===== config.mk =====
export PLATFORM = sky130hd
export DESIGN_NAME = lpm_seq
export DESIGN_NICKNAME = d
export VERILOG_FILES = /design/src/lpm_pkg.sv /design/src/lpm_seq.sv
export VERILOG_INCLUDE_DIRS = /design/src /design/src/src
export SDC_FILE = /design/constraint.sdc
export NUM_CORES = 1
export LEC_CHECK = 0
export BUFFER_PORTS_ARGS = -buffer_cell sky130_fd_sc_hd__buf_4
export CAP_MARGIN = 10
export CELL_PAD_IN_SITES_DETAIL_PLACEMENT = 0
export CELL_PAD_IN_SITES_GLOBAL_PLACEMENT = 1
export CORE_MARGIN = 1
export CORE_UTILIZATION = 35
export DETAILED_ROUTE_END_ITERATION = 6
export PLACE_DENSITY_LB_ADDON = 0.2
export SYNTH_ARGS = -nofsm -noshare
export SYNTH_HDL_FRONTEND = slang
export SYNTH_SLANG_ARGS = --single-unit

===== constraint.sdc =====
create_clock -name aclk -period 1.9 [get_ports aclk]
set_input_delay 0.38 -clock aclk [delete_from_list [all_inputs] [get_ports aclk]]
set_output_delay 0.38 -clock aclk [all_outputs]
set_load 0.05 [all_outputs]

===== src/assert_macros.svh =====
// assertion macros shared by the route lookup rtl
`ifndef ASSERT_MACROS_SVH
`define ASSERT_MACROS_SVH

// property must hold at every clock edge out of reset
`define LPM_ASSERT(lbl, clk, rstn, prop, msg) \
    lbl: assert property (@(posedge clk) disable iff (!(rstn)) (prop)) else $error(msg);

// condition must never be seen out of reset
`define LPM_NEVER(lbl, clk, rstn, cond, msg) \
    `LPM_ASSERT(lbl, clk, rstn, !(cond), msg)

`endif


===== src/lpm_pkg.sv =====
// shared types and codes of the longest prefix route lookup
package lpm_pkg;

    localparam logic ACT_WRITE  = 1'b0;
    localparam logic ACT_LOOKUP = 1'b1;

    typedef struct packed {
        logic        action;
        logic [6:0]  entry_index;
        logic [31:0] route_prefix;
        logic [31:0] route_mask;
        logic [31:0] route_next_hop;
        logic [1:0]  route_port;
        logic [31:0] dest_address;
    } in_t;

    typedef struct packed {
        logic        hit;
        logic [6:0]  hit_index;
        logic [31:0] hop_address;
        logic [1:0]  out_port;
    } out_t;

    typedef struct packed {
        logic [31:0] prefix;
        logic [31:0] mask;
        logic [31:0] gw_addr;
        logic [1:0]  port;
    } route_entry_t;

    typedef enum logic [1:0] {
        ST_IDLE,
        ST_SCAN,
        ST_LAST,
        ST_DONE
    } lpm_state_t;

    typedef struct packed {
        logic wr_en;
        logic rd_en;
    } tbl_ctrl_t;

    typedef struct packed {
        logic start;
        logic cmp_en;
    } mch_ctrl_t;

endpackage


===== src/lpm_seq.sv =====
// sequencer that walks the table one entry per cycle
`include "assert_macros.svh"
module lpm_seq #(
    parameter int DEPTH = 128,
    parameter int IDX_W = (DEPTH > 1) ? $clog2(DEPTH) : 1
) (
    input  logic               aclk,
    input  logic               aresetn,
    input  logic               s_valid,
    output logic               s_ready,
    input  logic               item_action,
    input  logic [6:0]         item_index,
    input  logic [7:0]         cfg_count,
    input  logic               m_busy,
    output lpm_pkg::tbl_ctrl_t tbl_ctrl,
    output logic [IDX_W-1:0]   rd_addr,
    output lpm_pkg::mch_ctrl_t mch_ctrl,
    output logic [IDX_W-1:0]   cmp_idx,
    output logic               out_load
);
    import lpm_pkg::*;

    lpm_state_t       state_reg, state_next;
    logic [IDX_W-1:0] scan_idx_reg, scan_idx_next;
    logic [IDX_W-1:0] last_idx_reg, last_idx_next;
    logic             cmp_vld_reg, cmp_vld_next;
    logic [IDX_W-1:0] cmp_idx_reg, cmp_idx_next;

    logic        accept;
    logic        is_lookup;
    logic        in_range;
    logic        lim_zero;
    logic [31:0] lim;

    always_comb begin
        accept    = s_valid && (state_reg == ST_IDLE);
        is_lookup = (item_action == ACT_LOOKUP);
        in_range  = (32'(item_index) < 32'(DEPTH));
        lim       = (32'(cfg_count) > 32'(DEPTH)) ? 32'(DEPTH) : 32'(cfg_count);
        lim_zero  = (lim == 32'd0);
    end

    // next state
    always_comb begin
        state_next = state_reg;
        case (state_reg)
            ST_IDLE: begin
                if (accept) begin
                    state_next = (is_lookup && !lim_zero) ? ST_SCAN : ST_DONE;
                end
            end
            ST_SCAN: begin
                if (scan_idx_reg == last_idx_reg) begin
                    state_next = ST_LAST;
                end
            end
            ST_LAST: begin
                state_next = ST_DONE;
            end
            ST_DONE: begin
                if (!m_busy) begin
                    state_next = ST_IDLE;
                end
            end
            default: begin
                state_next = ST_IDLE;
            end
        endcase
    end

    // scan counter and compare stage
    always_comb begin
        scan_idx_next = scan_idx_reg;
        last_idx_next = last_idx_reg;
        if (accept) begin
            scan_idx_next = '0;
            last_idx_next = IDX_W'(lim - 32'd1);
        end else if (state_reg == ST_SCAN) begin
            scan_idx_next = scan_idx_reg + 1'b1;
        end
        cmp_vld_next = (state_reg == ST_SCAN);
        cmp_idx_next = scan_idx_reg;
    end

    // outputs
    always_comb begin
        s_ready         = (state_reg == ST_IDLE);
        tbl_ctrl.wr_en  = accept && !is_lookup && in_range;
        tbl_ctrl.rd_en  = (state_reg == ST_SCAN);
        rd_addr         = scan_idx_reg;
        mch_ctrl.start  = accept;
        mch_ctrl.cmp_en = cmp_vld_reg;
        cmp_idx         = cmp_idx_reg;
        out_load        = (state_reg == ST_DONE) && !m_busy;
    end

    always_ff @(posedge aclk) begin
        if (!aresetn) begin
            state_reg   <= ST_IDLE;
            cmp_vld_reg <= 1'b0;
        end else begin
            state_reg   <= state_next;
            cmp_vld_reg <= cmp_vld_next;
        end
    end

    always_ff @(posedge aclk) begin
        scan_idx_reg <= scan_idx_next;
        last_idx_reg <= last_idx_next;
        cmp_idx_reg  <= cmp_idx_next;
    end

    `LPM_ASSERT(a_scan_in_bounds, aclk, aresetn,
        (state_reg == ST_SCAN) |-> (scan_idx_reg <= last_idx_reg),
        "scan index ran past the last entry")
    `LPM_ASSERT(a_cmp_in_scan, aclk, aresetn,
        cmp_vld_reg |-> (state_reg == ST_SCAN || state_reg == ST_LAST),
        "compare outside of a scan")

endmodule


* Word-level counts from Yosys, hierarchy flattened
Index checks and enable logic that the tools add are counted.
** Word-level totals
- Logic and storage cells :: 31
- Input port bits :: 20
- Register bits after elaboration :: 24
- Output and inout bits :: 20
** Cells by class
- Add/sub/neg operators :: 2
- Reductions and logical operators :: 10
- Order comparisons :: 1
- Muxes and demuxes :: 6
- Equality and inequality tests :: 7
** Operator list (count)
- 32-bit zero test :: 1
- 8-bit > comparator (second input constant) :: 1
- 2-bit 2-to-1 mux :: 4
- 8-bit 2-to-1 mux :: 1
- 2-bit case mux with 4 select lines :: 1
- 7-bit by 1-bit adder with 7-bit output (second input constant) :: 1
- 7-bit == test :: 1
- 7-bit by 1-bit subtractor with 7-bit output (second input constant) :: 1
- 2-bit == test (second input constant) :: 2
- 1-bit logical AND :: 4
- 2-bit by 1-bit != test with 1-bit output (second input constant) :: 2
- 1-bit zero test :: 3
- 3-bit AND reduction :: 1
- 2-bit by 1-bit == test with 1-bit output (second input constant) :: 1
- 2-bit zero test :: 1
- 2-bit != test (second input constant) :: 1

* Depth between registers and ports, before layout
- Depth in word-level cells :: 8
- Gate-level depth with buffers :: 7
- Mapped depth without buffers :: 7

* Worst setup path after synthesis
No wires, ideal clock.
- Path kind :: register to output
- Start point :: register state_reg[0]
- End point :: output port tbl_ctrl[1] (netlist bit)
- Buffers on the path :: 1
- Data required time :: 1.520 ns
- Data arrival time :: 2.336 ns
- Cell stages (with the launch flop) :: 6
- Slack :: -0.816 ns
- Cell sequence :: dfxtp_1 inv_1 ha_1 and2_1 clkbuf_1 nor2b_1
** RTL lines
- start: declaration :: RTL line lpm_seq.sv:23 : lpm_state_t state_reg, state_next;
- start signal: assignment :: RTL line lpm_seq.sv:102 : state_reg <= state_next;
- end: declaration :: RTL line lpm_seq.sv:15 : output lpm_pkg::tbl_ctrl_t tbl_ctrl,

==> metrics.md <==
| Metric | Value |
|---|---|
| Status | `finished, violations left` |
| Failing checks | `design-rule violations` |
| Ant. Diodes | `0` |
| Prevailing post-synth register cell | `dfxtp_1` |
| Remaining routing DRC violations | `1` |
| Kind of path behind the tightest hold check | `in2reg` |
| Total core area | `between 2000 and 3000 µm²` |
| Layout area overhead | `29.9%` |
| Async SR Flop Fraction | `0%` |
| Final setup viols | `0` |
| Leak | `just over 0.0006 µW` |
| Worst setup EP type | `output port` |
| Row Count | `19` |
| Root Driver | `clkbuf_4` |
| Startpoint types | `flip-flop` |
| Critical Path AT | `1420 ps` |
| Fin crit period | `roughly 1800 ps` |
| Crit Path Class | `reg2out` |
| Most frequent cells in the layout | `33 x buf_4, 17 x dfxtp_1, 13 x nand2_1` |
| Commonest non-fill, non-tap cell in the layout | `buf_4` |
| Clock Pin Slew Worst Setup and Hold Paths | `130 ps` |
| R2R cell count | `5` |
| First-pass DRT Iterations | `6` |
| Die Width | `slightly below 60 µm` |
| Total track usage | `between 10% and 20%` |
| Area of the multi-input gates | `a little over 500 µm²` |
| Top cells by area, synth | `dfxtp_1 31%, edfxtp_1 19%, ha_1 8.0%` |
| RD Place Congestion | `roughly 0.76` |
| Initial Util | `between 30% and 40%` |
| Hold path depth | `3` |
| Post-synth net total | `133` |
| Register bit total from synthesis | `24` |
| Mapped Cells | `~110` |
| Hold path startpoint | `aresetn` |
| Pre-CTS WS | `between 150 and 200 ps` |
| Vias | `812` |
| Vias in the first global route | `695` |
| Bufs on Longest Clock Path | `2` |
| Start point of the critical path | `state_reg[1]` |
| # IOs | `40` |
| Routed WL | `around 1800 µm` |
| Drt wl/cell | `around 11 µm` |
| HPWL Detailed | `approximately 1500 µm` |
| Setup TNS | `0 ps` |
| Max Cap Viol | `0` |
| Maximum vdd drop | `roughly 0.44 mV` |
| Slew margin rel. | `between 60% and 70%` |
| Final ANT Viol Nets | `0` |
| Pwr/cell area | `about 1200 nW/µm²` |
| Reg2reg start | `last_idx_reg[6]` |
| Post-Syn Area per Cell | `around 10 µm²` |
| Syn. warnings | `0` |
| Share of layout cells above drive strength 1 | `between 30% and 40%` |
| Fmax | `555 MHz` |
| Slew Viols, Final | `0` |
| Final net count | `approximately 170` |
| Starting DRT DRC Count | `10` |
| Clock latency on the worst-skew pair | `about 320 ps` |
| Worst slew pin tran | `between 500 and 600 ps` |
| Final hold vios | `0` |
| Mapped Area | `between 1000 and 1500 µm²` |
| Post-synthesis sequential area ratio | `between 50% and 60%` |
| Initial antenna violation count | `0` |
| Clock Sink Count | `24` |
| Register area | `551 µm²` |
| H-tree depth | `1` |
| Setup WS post-layout | `99.1 ps` |
| First-pass GRT wire length | `between 2000 and 3000 µm` |
| DIE AREA | `around 3300 µm²` |
| Synth area leader | `dfxtp_1` |
| CTS tree | `done` |
| Synth top area share | `31.2%` |
| Number of flops mapped to enable cells by yosys | `7` |
| Fillers | `between 200 and 300` |
| RSZ-0062 raised after global routing | `no` |
| Period utilization | `between 90 and 100%` |
| Fin Clk Skew | `roughly 8.7 ps` |
| Worst EP required | `1520 ps` |
| Crit Path Max Fanout | `6` |
| Count of unique library cells instantiated by Yosys | `28` |
| Largest net degree at the start of global routing | `15` |
| Grt ovf | `0` |
| Vias per cell | `between 4 and 5` |
| IO Port Bufs | `32` |
| CTS buffer count | `3` |
| Cts hold-fix bufs | `0` |
| Die Height | `roughly 58 µm` |
## worst max-delay path: stages, from the launching register on
cell	delay [ps]
dfxtp_1	360
inv_1	110
ha_4	180
and2_4	160
nor2b_4	140
buf_6	160
## worst paths after layout
path,end,slack [ps]
min reg2reg,cmp_idx[6],410
max reg2reg,state_reg[1],200
min,state_reg[0],320
max,tbl_ctrl[1],100
## cell type report
cell class,instances,share of cell area [%]
Clock buffer,4,2.56
Timing Repair Buffer,34,18.3
Inverter,6,1.59
Multi-Input combinational cell,71,35.9
Sequential cell,24,38.9
Tap cell,31,2.74
## power by group
part           internal (µW)  switching, µW  total, µW
Sequential               626           62.6        689
Combinational            290            467        757
Clock                    117            147        265
Total                   1030            677       1710
## synth_stat cells, types with 3 or more instances
master	instances
edfxtp_1	7
nor2_1	6
inv_1	5
ha_1	7
xnor2_1	7
xor2_1	7
dfxtp_1	17
buf_4	3
nand2_1	13
nand4_1	5
a21oi_1	3
o21ai_0	4
## timing repair
action / CTS / global route
hold endpoints to repair: 0 / 0
setup buffers: 0 / 0
resized for setup: 1 / 2
endpoints found under the setup margin: 1 / 1
pin swaps: 0 / 0
## routing by layer
layer / vias up / global-route usage, % / wire length [µm]
met4: 0 / 9.18 / 56
li1: 430 / - / -
met2: 26 / 18.1 / 833
met3: 5 / 2.23 / 86
met1: 351 / 14.7 / 853
met5: - / 0 / 0
## per-stage QoR
stage | hold WS [ps] | total power (µW) | utilization [%] | instance area, µm² | std cells
detailed placement | 398 | 1460 | 48.1 | 1370 | 166
global route | 326 | 1810 | 49.6 | 1420 | 170
floorplan | 468 | 1280 | - | 1110 | 106
CTS | 313 | 1730 | 49.5 | 1410 | 170
finish | 321 | 1710 | 49.6 | 1420 | 170
global placement | 399 | 1450 | 48.1 | 1370 | 166
## cell families after synthesis
group,after synthesis,synth area share [%]
AOI/OAI and AO/OA,12,7.35
xor gates and xnor gates,14,11.3
adders and majority gates,7,8.04
buffers and inverters,11,4.94
DFF,24,50.5
muxes,2,1.84
and+or+nand+nor,36,16.1
Note: power is estimated with default switching activity, not from simulation.
