===== src/assert_macros.svh =====
// assertion macros shared by the route lookup rtl
`ifndef ASSERT_MACROS_SVH
`define ASSERT_MACROS_SVH

// property must hold at every clock edge out of reset
`define LPM_ASSERT(lbl, clk, rstn, prop, msg) \
    lbl: assert property (@(posedge clk) disable iff (!(rstn)) (prop)) else $error(msg);

// condition must never be seen out of reset
`define LPM_NEVER(lbl, clk, rstn, cond, msg) \
    `LPM_ASSERT(lbl, clk, rstn, !(cond), msg)

`endif


===== src/lpm_pkg.sv =====
// shared types and codes of the longest prefix route lookup
package lpm_pkg;

    localparam logic ACT_WRITE  = 1'b0;
    localparam logic ACT_LOOKUP = 1'b1;

    typedef struct packed {
        logic        action;
        logic [6:0]  entry_index;
        logic [31:0] route_prefix;
        logic [31:0] route_mask;
        logic [31:0] route_next_hop;
        logic [1:0]  route_port;
        logic [31:0] dest_address;
    } in_t;

    typedef struct packed {
        logic        hit;
        logic [6:0]  hit_index;
        logic [31:0] hop_address;
        logic [1:0]  out_port;
    } out_t;

    typedef struct packed {
        logic [31:0] prefix;
        logic [31:0] mask;
        logic [31:0] gw_addr;
        logic [1:0]  port;
    } route_entry_t;

    typedef enum logic [1:0] {
        ST_IDLE,
        ST_SCAN,
        ST_LAST,
        ST_DONE
    } lpm_state_t;

    typedef struct packed {
        logic wr_en;
        logic rd_en;
    } tbl_ctrl_t;

    typedef struct packed {
        logic start;
        logic cmp_en;
    } mch_ctrl_t;

endpackage


===== src/lpm_match.sv =====
// shared compare unit that keeps the best matching route
`include "assert_macros.svh"
module lpm_match #(
    parameter int DEPTH = 128,
    parameter int IDX_W = (DEPTH > 1) ? $clog2(DEPTH) : 1
) (
    input  logic                  aclk,
    input  logic                  aresetn,
    input  lpm_pkg::mch_ctrl_t    ctrl,
    input  logic [31:0]           start_dest,
    input  logic [IDX_W-1:0]      cmp_idx,
    input  lpm_pkg::route_entry_t entry,
    output lpm_pkg::out_t         result
);
    import lpm_pkg::*;

    logic [31:0]      dest_reg;
    logic             found_reg;
    logic [31:0]      best_mask_reg;
    logic [IDX_W-1:0] best_idx_reg;
    logic [31:0]      hop_reg;
    logic [1:0]       port_reg;

    logic match;
    logic take;

    always_comb begin
        match = ((entry.mask & dest_reg) == entry.prefix);
        take  = ctrl.cmp_en && match && (!found_reg || (entry.mask > best_mask_reg));
    end

    always_ff @(posedge aclk) begin
        if (!aresetn) begin
            found_reg <= 1'b0;
        end else if (ctrl.start) begin
            found_reg <= 1'b0;
        end else if (take) begin
            found_reg <= 1'b1;
        end
    end

    // a miss reports zeros, so the payload is cleared on start
    always_ff @(posedge aclk) begin
        if (ctrl.start) begin
            dest_reg      <= start_dest;
            best_mask_reg <= '0;
            best_idx_reg  <= '0;
            hop_reg       <= '0;
            port_reg      <= '0;
        end else if (take) begin
            best_mask_reg <= entry.mask;
            best_idx_reg  <= cmp_idx;
            hop_reg       <= entry.gw_addr;
            port_reg      <= entry.port;
        end
    end

    always_comb begin
        result.hit         = found_reg;
        result.hit_index   = 7'(best_idx_reg);
        result.hop_address = hop_reg;
        result.out_port    = port_reg;
    end

    `LPM_ASSERT(a_match_sets_found, aclk, aresetn,
        (ctrl.cmp_en && !ctrl.start && match) |=> found_reg,
        "matching entry left found clear")

endmodule


===== config.mk =====
export PLATFORM = sky130hd
export DESIGN_NAME = lpm_match
export DESIGN_NICKNAME = d
export VERILOG_FILES = /design/src/lpm_pkg.sv /design/src/lpm_match.sv
export VERILOG_INCLUDE_DIRS = /design/src /design/src/src
export SDC_FILE = /design/constraint.sdc
export NUM_CORES = 1
export LEC_CHECK = 0
export ABC_AREA = 1
export BUFFER_PORTS_ARGS = -buffer_cell sky130_fd_sc_hd__buf_2
export CORE_UTILIZATION = 46
export DETAILED_ROUTE_END_ITERATION = 12
export GPL_ROUTABILITY_DRIVEN = 0
export HOLD_SLACK_MARGIN = 0.15
export PLACE_DENSITY_LB_ADDON = 0.2
export SYNTH_ARGS = -nofsm -noshare
export SYNTH_HDL_FRONTEND = slang
export SYNTH_SLANG_ARGS = --single-unit

===== constraint.sdc =====
create_clock -name aclk -period 3.1 [get_ports aclk]
set_input_delay 0.155 -clock aclk [delete_from_list [all_inputs] [get_ports aclk]]
set_output_delay 0.155 -clock aclk [all_outputs]
set_load 0.01 [all_outputs]

Word-level counts from Yosys, hierarchy flattened
Index checks and enable logic that the tools add are counted.
{"block": "classes", "n_eq_ne": 1, "order_cmp": 1, "bitwise": 2, "reduce_logical": 5}
{"operator": "32-bit AND", "n": 1}
{"operator": "32-bit == test", "n": 1}
{"operator": "32-bit > comparator", "n": 1}
{"operator": "1-bit logical AND", "n": 2}
{"operator": "2-bit OR reduction", "n": 1}
{"operator": "1-bit zero test", "n": 1}
{"operator": "1-bit logical OR", "n": 1}
{"operator": "1-bit NOT", "n": 1}
{"block": "word_totals", "input_bits": 141, "out_inout_bits": 42, "ff_bits": 106}

Depth between registers and ports, before layout
Gate-level depths: netlist (run 1).
{"block": "logic_depth", "depth_word": 4, "mapped_depth": 20}

Worst setup path after synthesis (run 1)
Ideal clock, no wire load.
{"block": "synth_path", "kind": "register -> register", "start": "reg best_mask_reg[15]", "end": "reg best_mask_reg[10]", "synth_period_minus_slack_ps": 1817, "setup_slack_ps": 1283, "stages_incl_launch_ff": 16, "required_ps": 2985, "setup_time_ps": 115, "t_arrival_ps": 1702, "cell_sequence": "dfxtp_1 inv_1 ha_1 nand2_1 nor3_1 nand2_1 nand2_1 nand2_1 nand2_1 nand2_1 nand2_1 buf_2 buf_2 nand3_1 nand2_1 nor2_1"}
{"block": "synth_between", "elab_chain_cells": 3}
{"item": "start, declared", "line": "lpm_match.sv:19", "text": "logic [31:0] best_mask_reg;"}
{"item": "start signal, assigned", "line": "lpm_match.sv:51", "text": "best_mask_reg <= entry.mask;"}
{"item": "32-bit > comparator", "line": "lpm_match.sv:29", "text": "take = ctrl.cmp_en && match && (!found_reg || (entry.mask > best_mask_reg));"}
{"item": "1-bit logical OR", "line": "lpm_match.sv:29"}
{"item": "1-bit logical AND", "line": "lpm_match.sv:29"}
Every way passes these cells.
A chain may end at the register's enable or synchronous reset.

Worst setup path in the final report (run 1)
{"block": "layout_path", "start": "in entry[57] (netlist bit)", "end": "reg best_idx_reg[0]"}
{"block": "layout_between", "elab_chain_cells": 4, "word_cells_on_any_way": 6}
{"item": "start, declared", "line": "lpm_match.sv:12", "text": "input lpm_pkg::route_entry_t entry,"}
{"item": "parallel branches: the longest is 3 deep, another holds 32-bit > comparator"}
{"item": "1-bit logical AND (*)", "line": "lpm_match.sv:29"}
{"item": "end signal, assigned", "line": "lpm_match.sv:52", "text": "best_idx_reg <= cmp_idx;"}
{"item": "end, declared", "line": "lpm_match.sv:20", "text": "logic [IDX_W-1:0] best_idx_reg;"}
Every way passes the cells marked *.

==> results.cfg, run 1 <==
[timing]
fin_skew_ns = 0.007835
maxSlewViolCount = 0
tightest_slew_ns = 0.8026
rsz0062_at_grt = no
period_share = 0.8003
finalSetupViolCount = 0
setup_tns_ns = 0
period_needed_ns = 2.481
hold_viol = 0
max-slew-margin-rel = 0.4650
timing.fmax_mhz = 403.1

[route]
wl_mm = 13.88
drtPass1Iterations = 6
ant_nets = 0
wl_per_cell_um = 11.98
drtIter0Drc = 465
post-route-drc-count = 0
vias_per_cell = 4.698
via_count = 5445

[pwr]
ir_drop_uv = 402.1
power.density_nw_per_um2 = 394.9
p_leak_nw = 3.749

[clock_tree]
path_clk_slew_ns = 0.07
root_buffer = clkbuf_16
cts_resized = 0
numCtsBuffers = 9
clockBufferDepth = 2
htree_levels = 3
clkLatencyLatePin_ns = 0.35
tritoncts = done
cts_sinks = 106

[grt]
grt-ovfl-total = 0
track_usage = 0.2227
grt_pass1_vias = 4981
grt_max_degree = 120
grt_pass1_wl_mm = 22.76
antenna_found_initial = 0

[logic_synthesis]
yosysSeqAreaShare = 0.4316
synth_area_leaders = dfxtp_1 (26%), edfxtp_1 (17%), nand2_1 (11%), a21oi_1 (7.7%), inv_1 (7.5%)
synth_nets = 933
synth_seq_cells = 106
synth.distinct_cells = 26
synth_top_area_share = 0.2618
yosys.area.top_type = dfxtp_1
syn_avg_cell_area_um2 = 7.446
ys_warn_count = 0
synth_cells = 760
syn-cell-area_um2 = 5659

[setup_path]
cp_data_required_time_ns = 3.35
crit_fanout = 63
path_class = in -> reg
worstSetupStartpointType = primary input
end_kind = flop
rr_worst_depth = 16
crit_arrival_ns = 2.73

[worst_hold_path]
min_path_type = in -> reg
whs_path_depth = 5

[final_layout]
fin_cells = 1159
fin_nets = 1180
syn2layout_area_growth_pct = 37.12
n_fill_cell = 1070
antenna_cells = 0
drive_gt1_frac = 0.2036

[floorplan]
die_area_um2 = 12750
core_area_um2 = 12010
fp.dieH_um = 112.9
io_pins = 183
dieWidth_um = 112.9
initial_core_util = 0.4711
rows = 40

[job]
maxCapViolations = 0

[placement]
place_hpwl_mm = 8.467
io_buffers = 182
placedCellCount = 1055

[outcome]
outcome = completed
-- layout by cell type, fill, tap and decap left out --
master         instances
dfxtp_1               74
a21oi_1               87
ha_1                  32
clkbuf_16             10
o21ai_1                7
inv_2                  1
inv_1                113
bufinv_16              1
a21o_1                 1
nor2_4                 1
buf_12                 3
nand4_1                6
or2_1                  4
edfxtp_1              32
buf_4                  3
buf_2                182
nor3_1                 4
clkinv_2               2
xor2_1                10
xnor2_1                6
nand3_1               77
inv_4                  1
o21ai_0                6
clkbuf_1               1
clkbuf_8               1
nor2_1                92
o211ai_1               1
o21a_1                 1
nand2_1              163
nor4_1                 1
nand2_4                1
dlygate4sd3_1         88
-- cell type report --
| cell class | count | area [µm²] | area share |
|---|---|---|---|
| Clock inverter | 4 | 46.29 | 0.005966 |
| Timing Repair Buffer | 276 | 1874 | 0.2415 |
| Multi-Input combinational cell | 500 | 2517 | 0.3244 |
| Clock buffer | 12 | 267.8 | 0.03451 |
| Inverter | 114 | 427.9 | 0.05514 |
| Sequential cell | 106 | 2442 | 0.3147 |
| Tap cell | 147 | 183.9 | 0.02370 |
-- stage by stage --
| step | cell area [µm²] | setup WS (ns) | util | hold WS, ns | power [W] |
|---|---|---|---|---|---|
| global route | 7760 | 0.3768 | 0.6460 | 0.1714 | 0.003197 |
| floorplan | 5659 | 1.283 | - | 0.2274 | 0.001649 |
| CTS | 7760 | 0.6486 | 0.6460 | 0.1502 | 0.003098 |
| finish | 7760 | 0.6190 | 0.6460 | 0.1641 | 0.003065 |
| detailed placement | 6565 | 0.7493 | 0.5466 | 0.3331 | 0.001795 |
| global placement | 6565 | 0.7617 | 0.5466 | 0.3312 | 0.001792 |
-- kinds of logic after synthesis --
| logic type | Yosys count | share of synthesized area |
|---|---|---|
| buf+inv | 154 | 0.1249 |
| simple gates | 349 | 0.2556 |
| fa+ha+maj | 32 | 0.07075 |
| flops | 106 | 0.4316 |
| xor+xnor | 16 | 0.02476 |
| compound gates | 103 | 0.09242 |
-- report_power, final --
group          switching (W)  total (W)  leakage (nW)  internal (W)
registers         0.00000884    0.00147         0.909       0.00146
clock network       0.000514    0.00121         0.158      0.000696
logic               0.000174   0.000382          2.68      0.000208
total               0.000697    0.00306          3.75       0.00237
-- timing repair --
action                                  in CTS  in global routing
endpoints found under the setup margin       0                  0
hold buffers                                88                  0
setup buffers                                0                  0
hold endpoints to repair                    88                  0
-- per-layer routing --
metal  global-route usage  share of wire  vias up  routed length (µm)
met5                    0              0        -                   0
li1                     -              -     2903                   -
met4              0.09298          0.020        0                 276
met3              0.05517          0.062       21                 863
met2               0.3774           0.46      168                6443
met1               0.2707           0.45     2353                6296
-- worst max-delay path: stages --
cell,delay [ns]
dlygate4sd3_1,0.54
buf_2,0.15
ha_1,0.29
nand2_1,0.07
nor2_1,0.14
nand4_1,0.10
nor2_1,0.16
nand2_1,0.07
nand2_1,0.05
nand2_1,0.08
nand2_4,0.33
buf_12,0.31
nand3_1,0.12
nand2_1,0.08
nor2_1,0.05
-- final timing paths --
check                                    endpoint        startpoint  slack [ns]
worst max-delay path              best_idx_reg[0]         entry[57]        0.62
worst min-delay path            best_mask_reg[20]         entry[54]        0.16
worst max register to register    best_idx_reg[0]  best_mask_reg[7]        0.69
worst min register to register    best_idx_reg[3]   best_idx_reg[3]        0.47
-- cell usage after synthesis --
| master | n |
|---|---|
| a21o_1 | 1 |
| a21oi_1 | 87 |
| buf_1 | 7 |
| buf_2 | 16 |
| buf_4 | 6 |
| buf_6 | 10 |
| buf_8 | 1 |
| dfxtp_1 | 74 |
| edfxtp_1 | 32 |
| ha_1 | 32 |
| inv_1 | 113 |
| inv_2 | 1 |
| nand2_1 | 164 |
| nand3_1 | 77 |
| nand4_1 | 6 |
| nor2_1 | 92 |
| nor2_4 | 1 |
| nor3_1 | 4 |
| nor4_1 | 1 |
| o211ai_1 | 1 |
| o21a_1 | 1 |
| o21ai_0 | 6 |
| o21ai_1 | 7 |
| or2_1 | 4 |
| xnor2_1 | 6 |
| xor2_1 | 10 |
Note: power is estimated with default switching activity, not from simulation.
==> run 2: changes to the inputs <==
==> constraint.sdc (replaced) <==
create_clock -name aclk -period 2.5 [get_ports aclk]
set_input_delay 0.125 -clock aclk [delete_from_list [all_inputs] [get_ports aclk]]
set_output_delay 0.125 -clock aclk [all_outputs]
set_load 0.01 [all_outputs]
==> results.cfg, run 2 (synthesized netlist as in run 1, its figures left out) <==
[floorplan]
io_pins = 183
rows = 40
core_area_um2 = 12010
initial_core_util = 0.4711
fp.dieH_um = 112.9
dieWidth_um = 112.9
die_area_um2 = 12750

[pwr]
p_leak_nw = 3.835
swShare = 0.2269
ir_drop_uv = 334.6
p_switching_w = 0.0008585
power.internal_w = 0.002926
combPwrFrac = 0.132
power.density_nw_per_um2 = 474.9
clock_power_share = 0.386
p_seq_frac = 0.483

[clock_tree]
cts_setup_buffers = 0
clockBufferDepth = 2
clkLatencyLatePin_ns = 0.35
tritoncts = done
htree_levels = 3
numCtsBuffers = 9
path_clk_slew_ns = 0.07
cts_sinks = 106
root_buffer = clkbuf_16
cts_resized = 0

[timing]
setup_tns_ns = 0
max-slew-margin-rel = 0.5934
rsz0062_at_grt = no
timing.fmax_mhz = 444.4
hold_viol = 0
tightest_slew_ns = 0.6090
maxSlewViolCount = 0
fin_skew_ns = 0.008856
finalSetupViolCount = 0
period_share = 0.9001
period_needed_ns = 2.250

[route]
wl_mm = 14.25
vias_per_cell = 4.697
via_count = 5533
wl_per_cell_um = 12.09
ant_nets = 0
drtPass1Iterations = 4
post-route-drc-count = 0
drtIter0Drc = 397

[setup_path]
path_class = in -> reg
critical_path.startpoint = entry[41]
crit_path_end = best_idx_reg[6]
rr_worst_depth = 14
reg2reg_from = best_mask_reg[23]
crit_arrival_ns = 2.49
worst_r2r_endpoint = best_idx_reg[6]
cp_data_required_time_ns = 2.74
worstSetupStartpointType = primary input
crit_fanout = 21
end_kind = flop
rrSetupSlack_ns = 0.33

[final_layout]
fin_nets = 1200
antenna_cells = 0
drive_gt1_frac = 0.2008
layout_common_cells = buf_2 (182), nand2_1 (163), inv_1 (113)
syn2layout_area_growth_pct = 40.79
fin_area_um2 = 7968
final_common_cell = buf_2
fin_cells = 1178

[outcome]
outcome = completed

[job]
maxCapViolations = 0

[placement]
io_buffers = 182
place_hpwl_mm = 8.764
place_area_um2 = 6605
placedCellCount = 1057

[worst_hold_path]
min_path_type = in -> reg

[grt]
track_usage = 0.2270
grt-ovfl-total = 0
grt_pass1_vias = 5184
grt_max_degree = 61
grt_pass1_wl_mm = 23.11
antenna_found_initial = 0
==> run 2: cell types whose count changed in the layout (fill, tap and decap cells not counted) <==
| cell | before | now |
|---|---|---|
| inv_4 | 1 | 2 |
| clkbuf_8 | 1 | 0 |
| clkinv_2 | 2 | 1 |
| buf_12 | 3 | 5 |
| dlygate4sd3_1 | 88 | 106 |
==> run 2: how the worst min path moves through the flow <==
stage                         to  slack (ns)      startpoint  cells after the start
6_report       best_mask_reg[20]        0.32         ctrl[1]                      4
5_1_grt        best_mask_reg[11]        0.33         ctrl[1]                      4
4_1_cts        best_mask_reg[12]        0.30         ctrl[1]                      4
3_5_place_dp        dest_reg[13]        0.30  start_dest[13]                      1
3_3_place_gp        dest_reg[26]        0.30  start_dest[26]                      1
2_1_floorplan          found_reg        0.20         ctrl[1]                      1
==> run 2: final cells by class <==
| cell class | count | area (µm²) |
|---|---|---|
| well taps | 147 | 183.9 |
| inverters | 114 | 427.9 |
| clock inverters | 4 | 47.55 |
| multi-input cells | 500 | 2517 |
| flip-flops and latches | 106 | 2442 |
| repair buffers | 296 | 2095 |
| clock buffers | 11 | 254.0 |
| fillers | 1038 | 4044 |
==> run 2: worst max-delay path, stage by stage <==
cell	delay, ns
dlygate4sd3_1	0.54
buf_2	0.15
ha_1	0.29
nand2_1	0.07
nor2_1	0.18
nand2_1	0.07
nand2_1	0.07
nand2_1	0.05
nand2_1	0.06
nand2_1	0.04
nand2_1	0.05
nand2_1	0.07
nand2_4	0.19
buf_4	0.28
nand3_1	0.11
nand2_1	0.09
nor2_1	0.05
==> run 2: layer usage <==
| layer | track usage | wire [µm] |
|---|---|---|
| met5 | 0 | 0 |
| met4 | 0.09825 | 274 |
| met3 | 0.04553 | 716 |
| met2 | 0.4037 | 6900 |
| met1 | 0.2657 | 6354 |
==> run 2: power by group through the flow <==
stage | logic [W] | registers (W) | clock network, W
2_1_floorplan | 0.000182 | 0.00186 | 0
3_3_place_gp | 0.000361 | 0.00186 | 0
3_5_place_dp | 0.000362 | 0.00186 | 0
4_1_cts | 0.000492 | 0.00183 | 0.00150
5_1_grt | 0.000555 | 0.00183 | 0.00157
6_report | 0.000498 | 0.00183 | 0.00146
==> run 2: repair_timing <==
item / 4_1_cts / 5_1_grt
endpoints found under the setup margin: 0 / 0
hold endpoints to repair: 106 / 0
hold buffers: 106 / 0
==> run 2: metrics by stage <==
stage          hold slack (ns)  power, W  worst slack, ns    util
2_1_floorplan           0.1974  0.002045           0.6834       -
3_3_place_gp            0.3012  0.002224           0.3453  0.5499
3_5_place_dp            0.3031  0.002227           0.3282  0.5499
4_1_cts                 0.2981  0.003818           0.2575  0.6633
5_1_grt                 0.3333  0.003956          0.03016  0.6633
6_report                0.3189  0.003784           0.2497  0.6633
==> run 3: changes to the inputs <==
--- a/config.mk
+++ b/config.mk
@@ -13,6 +13,7 @@
 export GPL_ROUTABILITY_DRIVEN = 0
 export HOLD_SLACK_MARGIN = 0.15
 export PLACE_DENSITY_LB_ADDON = 0.2
+export REMOVE_ABC_BUFFERS = 1
 export SYNTH_ARGS = -nofsm -noshare
 export SYNTH_HDL_FRONTEND = slang
 export SYNTH_SLANG_ARGS = --single-unit
==> results.cfg, run 3 (synthesized netlist as in run 1, its figures left out) <==
[route]
wl_mm = 14.18
drtIter0Drc = 253
ant_nets = 0
wl_per_cell_um = 12.03
vias_per_cell = 4.666
drtPass1Iterations = 4
via_count = 5501
post-route-drc-count = 0

[grt]
antenna_found_initial = 0
grt_pass1_wl_mm = 23.12
grt-ovfl-total = 0
grt_max_degree = 74
grt_pass1_vias = 5191
track_usage = 0.2272

[clock_tree]
numCtsBuffers = 9
clockBufferDepth = 2
root_buffer = clkbuf_16
clkLatencyLatePin_ns = 0.35
cts_resized = 0
htree_levels = 3
cts_sinks = 106
tritoncts = done
path_clk_slew_ns = 0.07
cts_setup_buffers = 0

[timing]
fin_skew_ns = 0.008817
period_share = 0.9297
finalSetupViolCount = 0
maxSlewViolCount = 0
tightest_slew_ns = 0.8245
worst_slack_ns = 0.1756
max-slew-margin-rel = 0.4504
timing.fmax_mhz = 430.2
setup_tns_ns = 0
whs_ns = 0.1557
period_needed_ns = 2.324
hold_viol = 0
rsz0062_at_grt = no

[placement]
place_ws_ns = 0.3400
io_buffers = 182
place_hpwl_mm = 9.121

[final_layout]
drive_gt1_frac = 0.2025
fin_nets = 1201
final_common_cell = buf_2
antenna_cells = 0
syn2layout_area_growth_pct = 40.70
layout_common_cells = buf_2 (182), nand2_1 (163), inv_1 (113)

[floorplan]
rows = 40
dieWidth_um = 112.9
die_area_um2 = 12750
initial_core_util = 0.4711
core_area_um2 = 12010
io_pins = 183
fp.dieH_um = 112.9

[setup_path]
crit_cells = 15
crit_family = simple AND/OR/NAND/NOR gates
rr_worst_depth = 14
end_kind = flop
path_cells = dlygate4sd3_1 -> buf_2 -> ha_1 -> nand2_1 -> nor3_1 -> nand2_1 -> nand2_1 -> nand2_1 -> nand2_1 -> nand2_1 -> nand2_4 -> buf_12 -> nand3_1 -> nand2_1 -> nor2_1
cp_slowest_cell = dlygate4sd3_1
crit_arrival_ns = 2.57
slowest_delay_ns = 0.55
crit_fanout = 34
critPathMostFrequentCell = nand2_1
crit_buf_inv = 3
worstSetupStartpointType = primary input
cp_data_required_time_ns = 2.74
path_class = in -> reg

[pwr]
swShare = 0.2240
power.density_nw_per_um2 = 460.7
p_leak_nw = 3.833
combPwrFrac = 0.135
ir_drop_uv = 505.7
power.internal_w = 0.002847
p_switching_w = 0.0008219
p_seq_frac = 0.498
clock_power_share = 0.367

[job]
maxCapViolations = 0

[worst_hold_path]
min_path_type = in -> reg
whs_path_depth = 5

[outcome]
outcome = completed
[run 3: worst reg2reg max path, delay by kind of cell (launching register included)]
| kind | cells | cell delay (ns) |
|---|---|---|
| buffers and inverters | 2 | 0.28 |
| and+or+nand+nor | 11 | 1.18 |
| DFF | 1 | 0.33 |
| adders and majority gates | 1 | 0.30 |
[run 3: power by group through the flow]
stage	combinational, W	clock (W)	sequential, W
after floorplan	0.000180	0	0.00186
after global placement	0.000359	0	0.00186
after detailed placement	0.000364	0	0.00186
after CTS	0.000493	0.00139	0.00183
after global routing	0.000556	0.00146	0.00183
final	0.000494	0.00135	0.00183
[run 3: timing repair]
action | 4_1_cts | 5_1_grt
setup endpoints to repair | 0 | 0
hold buffers | 104 | 0
endpoints found under the hold margin | 104 | 0
[run 3: final timing paths]
kind | startpoint | end | slack [ns]
min | entry[63] | best_mask_reg[29] | 0.16
max reg2reg | best_mask_reg[11] | hop_reg[31] | 0.29
max | entry[49] | hop_reg[31] | 0.18
min reg2reg | hop_reg[15] | hop_reg[15] | 0.47
[run 3: cell type report]
| cell class | instances | area (µm²) |
|---|---|---|
| Clock buffer | 13 | 271.5 |
| Clock inverter | 2 | 10.01 |
| Fill cell | 1058 | 4049 |
| Inverter | 114 | 427.9 |
| Multi-Input combinational cell | 500 | 2517 |
| Sequential cell | 106 | 2442 |
| Tap cell | 147 | 183.9 |
| Timing Repair Buffer | 297 | 2110 |
[run 3: routing by layer]
| metal | routed length [µm] | global-route usage | part of all wire | vias to the layer above |
|---|---|---|---|---|
| met3 | 526 | 0.05196 | 0.037 | 10 |
| met4 | 117 | 0.05614 | 0.0082 | 0 |
| met1 | 6366 | 0.2709 | 0.45 | 2426 |
| li1 | - | - | - | 2946 |
| met2 | 7172 | 0.4132 | 0.51 | 119 |
| met5 | 0 | 0 | 0 | - |
[run 3: per-stage QoR]
step | power (W) | std cells | area [µm²] | util
5_1_grt | 0.003846 | 1179 | 7963 | 0.6629
3_3_place_gp | 0.002223 | 1060 | 6640 | 0.5528
6_report | 0.003668 | 1179 | 7963 | 0.6629
4_1_cts | 0.003712 | 1179 | 7963 | 0.6629
3_5_place_dp | 0.002228 | 1060 | 6640 | 0.5528
2_1_floorplan | 0.002042 | 720 | 5380 | -
